File: src/rtl/prbm_pkg.sv
// ----------------------------------------------------------------------------
// Packet rate and bandwidth monitor: package
// Constants, register indexes and the control struct of the shared MAC unit.
// ----------------------------------------------------------------------------
package prbm_pkg;

    localparam int RATE_FRAC_BITS_DEF = 8;

    localparam int CFG_DATA_W = 32;
    localparam int CFG_IDX_W  = 1;

    localparam logic [CFG_IDX_W-1:0] CFG_ALPHA = 1'b0;
    localparam logic [CFG_IDX_W-1:0] CFG_RECIP = 1'b1;

    localparam int ALPHA_W = 17;
    localparam logic [ALPHA_W-1:0] ALPHA_ONE   = 17'd65536;
    localparam logic [ALPHA_W-1:0] ALPHA_RESET = 17'd32768;
    localparam logic [31:0]        RECIP_RESET = 32'd655360;

    localparam logic FUNC_PACKET = 1'b0;
    localparam logic FUNC_TICK   = 1'b1;

    // Operand width of the shared multiplier and width of its accumulator.
    localparam int MUL_W = 32;
    localparam int ACC_W = 3 * MUL_W;

    typedef struct packed {
        logic acc_en;   // add the registered product into the accumulator
        logic clr;      // start a fresh sum instead of adding to the old one
        logic hi;       // the product belongs to the upper operand half
    } mac_ctrl_t;

endpackage

File: src/rtl/prbm_mac.sv
// ----------------------------------------------------------------------------
// Packet rate and bandwidth monitor: shared multiply-accumulate unit
// One 32x32 multiplier with a registered product and a 96-bit accumulator.
// ----------------------------------------------------------------------------
module prbm_mac
    import prbm_pkg::*;
(
    input  logic             clk,
    input  mac_ctrl_t        ctrl,
    input  logic [MUL_W-1:0] op_a,
    input  logic [MUL_W-1:0] op_b,
    output logic [ACC_W-1:0] acc
);

    logic [2*MUL_W-1:0] prod_reg;
    logic [ACC_W-1:0]   acc_reg;
    logic [ACC_W-1:0]   addend;
    logic [ACC_W-1:0]   base;

    always_comb
    begin
        if (ctrl.hi)
        begin
            addend = {prod_reg, {MUL_W{1'b0}}};
        end
        else
        begin
            addend = {{MUL_W{1'b0}}, prod_reg};
        end
        base = ctrl.clr ? '0 : acc_reg;
    end

    always_ff @(posedge clk)
    begin
        prod_reg <= op_a * op_b;
        if (ctrl.acc_en)
        begin
            acc_reg <= base + addend;
        end
    end

    assign acc = acc_reg;

endmodule

File: config.mk
export PLATFORM = sky130hd
export DESIGN_NAME = prbm_mac
export DESIGN_NICKNAME = d
export VERILOG_FILES = /design/src/rtl/prbm_pkg.sv /design/src/rtl/prbm_mac.sv
export SDC_FILE = /design/constraint.sdc
export NUM_CORES = 2
export LEC_CHECK = 0
export BUFFER_PORTS_ARGS = -buffer_cell sky130_fd_sc_hd__buf_4
export CAP_MARGIN = 20
export CORE_ASPECT_RATIO = 1.25
export CORE_MARGIN = 2
export CORE_UTILIZATION = 60
export CTS_BUF_LIST = sky130_fd_sc_hd__clkbuf_16
export DETAILED_ROUTE_END_ITERATION = 8
export MAX_ROUTING_LAYER = met4
export PLACE_DENSITY = 0.75
export SYNTH_ARGS = -nofsm -noshare
export SYNTH_HDL_FRONTEND = slang
export SYNTH_SLANG_ARGS = --single-unit
File: constraint.sdc
create_clock -name clk -period 14.35 [get_ports clk]
set_input_delay 2.87 -clock clk [delete_from_list [all_inputs] [get_ports clk]]
set_output_delay 2.87 -clock clk [all_outputs]
set_load 0.005 [all_outputs]
==> results.md <==
### Setup path
- Arr. time, crit path: 10.55 ns
- terminus of the critical flop-to-flop path: acc[86]
- Crit Path Category: in -> reg
- dominant delay contributor by cell family on the critical path: adder cells
- total stage count of the critical path: 25
- Worst R2R Path Depth: 13
- CP Launch Point: op_b[9]
- crit start category: primary input
- delay of the slowest cell on the worst path: 0.56 ns
- most frequent cell on the critical path: fa_1
- timing endpoint of the critical path: prod_reg[63]
- slowest library cell on the worst path: fa_1
- reg2reg setup slack: 9.82 ns
- Setup crit end kind: flop
- biggest fanout along the worst timing path: 32
- startpoint of the worst-slack reg-to-reg timing path: prod_reg[19]
- Crit path buffers/inverters: 5
- required arrival time at the worst endpoint: 14.68 ns

### Synthesis
- number of synthesized register bits: 160
- Mapped Avg Cell Area: 9.09 um^2
- warnings from Yosys: 0
- sequential share of the synthesized area: 9.31%
- distinct cell type count of the synthesized netlist: 78
- cells after synthesis: 4921
- Syn Std Cell Area: 44700 um^2
- Mapped Nets: 6244
- number of enable flip-flop cells after synthesis: 96
- Post-synth top flop: edfxtp_1
- Post-synth ARST share: 0%

### Drt
- via count: 34372
- DRT Pass-1 Iters: 5
- Iteration-0 DRC Markers: 2693
- DRC errors left: 0
- routed wirelength normalized by instance count: 22.3 um
- post-detailed-route via-to-cell ratio: 5.91
- Routed WL: 130 mm
- number of nets with antenna violations after routing: 0

### Clock network
- Reg clk slew, reported paths: 0.07 ns
- worst-skew pair later-pin latency: 0.45 ns
- hold buffer count at CTS: 0
- number of buffers created by CTS: 17
- number of levels in the clock H-tree: 4
- CTS sink count: 160
- Setup Fix Bufs, Post-CTS: 0
- TritonCTS clock tree: done
- Root Buffer Master: clkbuf_16
- post-CTS resize count: 0
- Max Root-Sink Buffers: 2

### Placement
- total of buffers placed on input and output ports: 163
- routability congestion estimate: 1.03
- half-perimeter wire length after detailed placement: 99.0 mm
- Post-Place Worst Slack: 3.73 ns

### Run
- MaxCap Viol Count: 0

### Global routing
- sum of overflow across all layers after global routing: 0
- antenna violations before repair: 1
- overall track demand over capacity in global routing: 36.2%
- wire length of the first global-routing pass: 205 mm
- pin count of the biggest net entering global routing: 66
- number of global-route vias before repair: 36909

### STA
- smallest hold slack: 0.687 ns
- FMAX: 0.0978 GHz
- final hold violations: 0
- Setup Skew: 0.0124 ns
- max_slew headroom: 39.7%
- crit path setup slack, layout: 4.13 ns
- actual transition at the worst max-transition pin: 0.903 ns
- total setup violations reported at the end of the flow: 0
- final sum of negative setup slack: 0 ns
- Final Cycle Share: 71.2%
- RSZ-0062 raised after global routing: false
- pins over their slew limit: 0
- final critical-path required period: 10.22 ns

### Finish
- number of flip-flops under the largest register name: 96
- highest-count cells in the layout ignoring fill and taps: 901 x inv_1, 897 x fa_1, 654 x and2_1, 551 x nand2_1, 358 x ha_1
- fraction of layout instances using a drive strength above 1: 5.59%
- net total in the final layout: 6159
- area growth from synthesis to final layout: 4.47%
- most common cell after layout, fill and taps aside: inv_1

### Die
- die area: 76800 um^2
- standard cell core area: 73600 um^2
- Std-Cell Rows: 111
- DIE HEIGHT: 309 um
- x dimension of the die: 248 um
- # IOs: 164
- Initial Utilization: 60.8%

### Min path
- Hold Crit Depth: 2
- Hold/Removal Path Class: reg -> reg

### Outcome
- result of the run: complete, no violations

==> worst register-to-register path, cell delays in order (launching register included) <==
cell and delay (ns):
dfxtp_1 0.44, mux2_2 0.33, ha_1 0.37, a21o_1 0.21, a21o_1 0.18, a21o_1 0.22
nand3b_1 0.27, a2111oi_2 0.88, nor2_2 0.16, a31oi_2 0.33, o211ai_2 0.20, a21oi_2 0.37
o31ai_1 0.18, xnor2_1 0.15
==> through the flow <==
stage,cell area [um^2],util (%),std cells
after floorplan,44700,-,4921
after global placement,46200,62.7,5777
after detailed placement,46200,62.7,5777
after CTS,46700,63.5,5809
after global routing,46700,63.5,5810
final,46700,63.5,5811
==> logic make-up (layout without fill, tap and decap cells) <==
kind of cell / count (synthesis) / after routing / synth area share, %
fa+ha+maj: 1255 / 1255 / 50.2
other cells: 0 / 2 / 0
simple gates: 1584 / 1584 / 18.5
flops: 160 / 160 / 9.31
xor+xnor: 158 / 158 / 3.09
buf+inv: 1171 / 1099 / 9.86
compound gates: 561 / 561 / 8.30
mux: 32 / 32 / 0.806
==> layout make-up <==
type | instances | area, um^2
fillers | 6285 | 26900
repair buffers | 167 | 1250
well taps | 960 | 1200
clock buffers | 20 | 500
multi-input cells | 3590 | 36200
inverters | 900 | 3380
diodes | 2 | 5.00
flip-flops and latches | 160 | 4160
clock inverters | 12 | 72.6
==> cells in the mapped netlist (6+ instances only) <==
master	count	area, um^2
nand3_1	33	165
a21o_1	80	601
xor2_1	53	464
nand2_1	551	2070
a21boi_0	6	45.0
o31ai_1	8	60.1
and2_1	654	4090
ha_1	358	4480
o21bai_1	32	240
nor3_1	22	110
dfxtp_1	64	1280
nor2b_1	134	838
o211ai_1	14	105
a31oi_1	24	150
a211o_1	7	61.3
mux2_2	32	360
a211oi_1	9	67.6
a21oi_1	195	976
fa_1	897	18000
nand4_1	41	257
edfxtp_1	96	2880
buf_2	7	35.0
and3_1	14	87.6
nor2_1	92	345
clkbuf_1	258	968
o21ai_1	8	40.0
o21a_1	21	158
o21ai_0	86	430
inv_1	900	3380
nand2b_1	16	100
xnor2_1	105	920
==> per-layer routing <==
metal / up-vias / GRT usage, % / wire length, um
met5: - / - / 0
li1: 14919 / - / -
met4: 0 / 17.5 / 7620
met2: 1745 / 58.5 / 61900
met3: 424 / 5.15 / 11000
met1: 17284 / 44.9 / 49400
==> worst min-delay path by stage <==
| stage | start | end | slack, ns |
|---|---|---|---|
| detailed placement | prod_reg[0] | acc[0] | 0.67 |
| global route | prod_reg[0] | acc[0] | 0.75 |
| global placement | prod_reg[0] | acc[0] | 0.67 |
| finish | prod_reg[0] | acc[0] | 0.69 |
| floorplan | prod_reg[0] | acc[0] | 0.63 |
| CTS | prod_reg[0] | acc[0] | 0.69 |
Power is left out: the tool's default activity adds up to more than one toggle a clock period on the data nets, which glitch-free logic cannot reach.
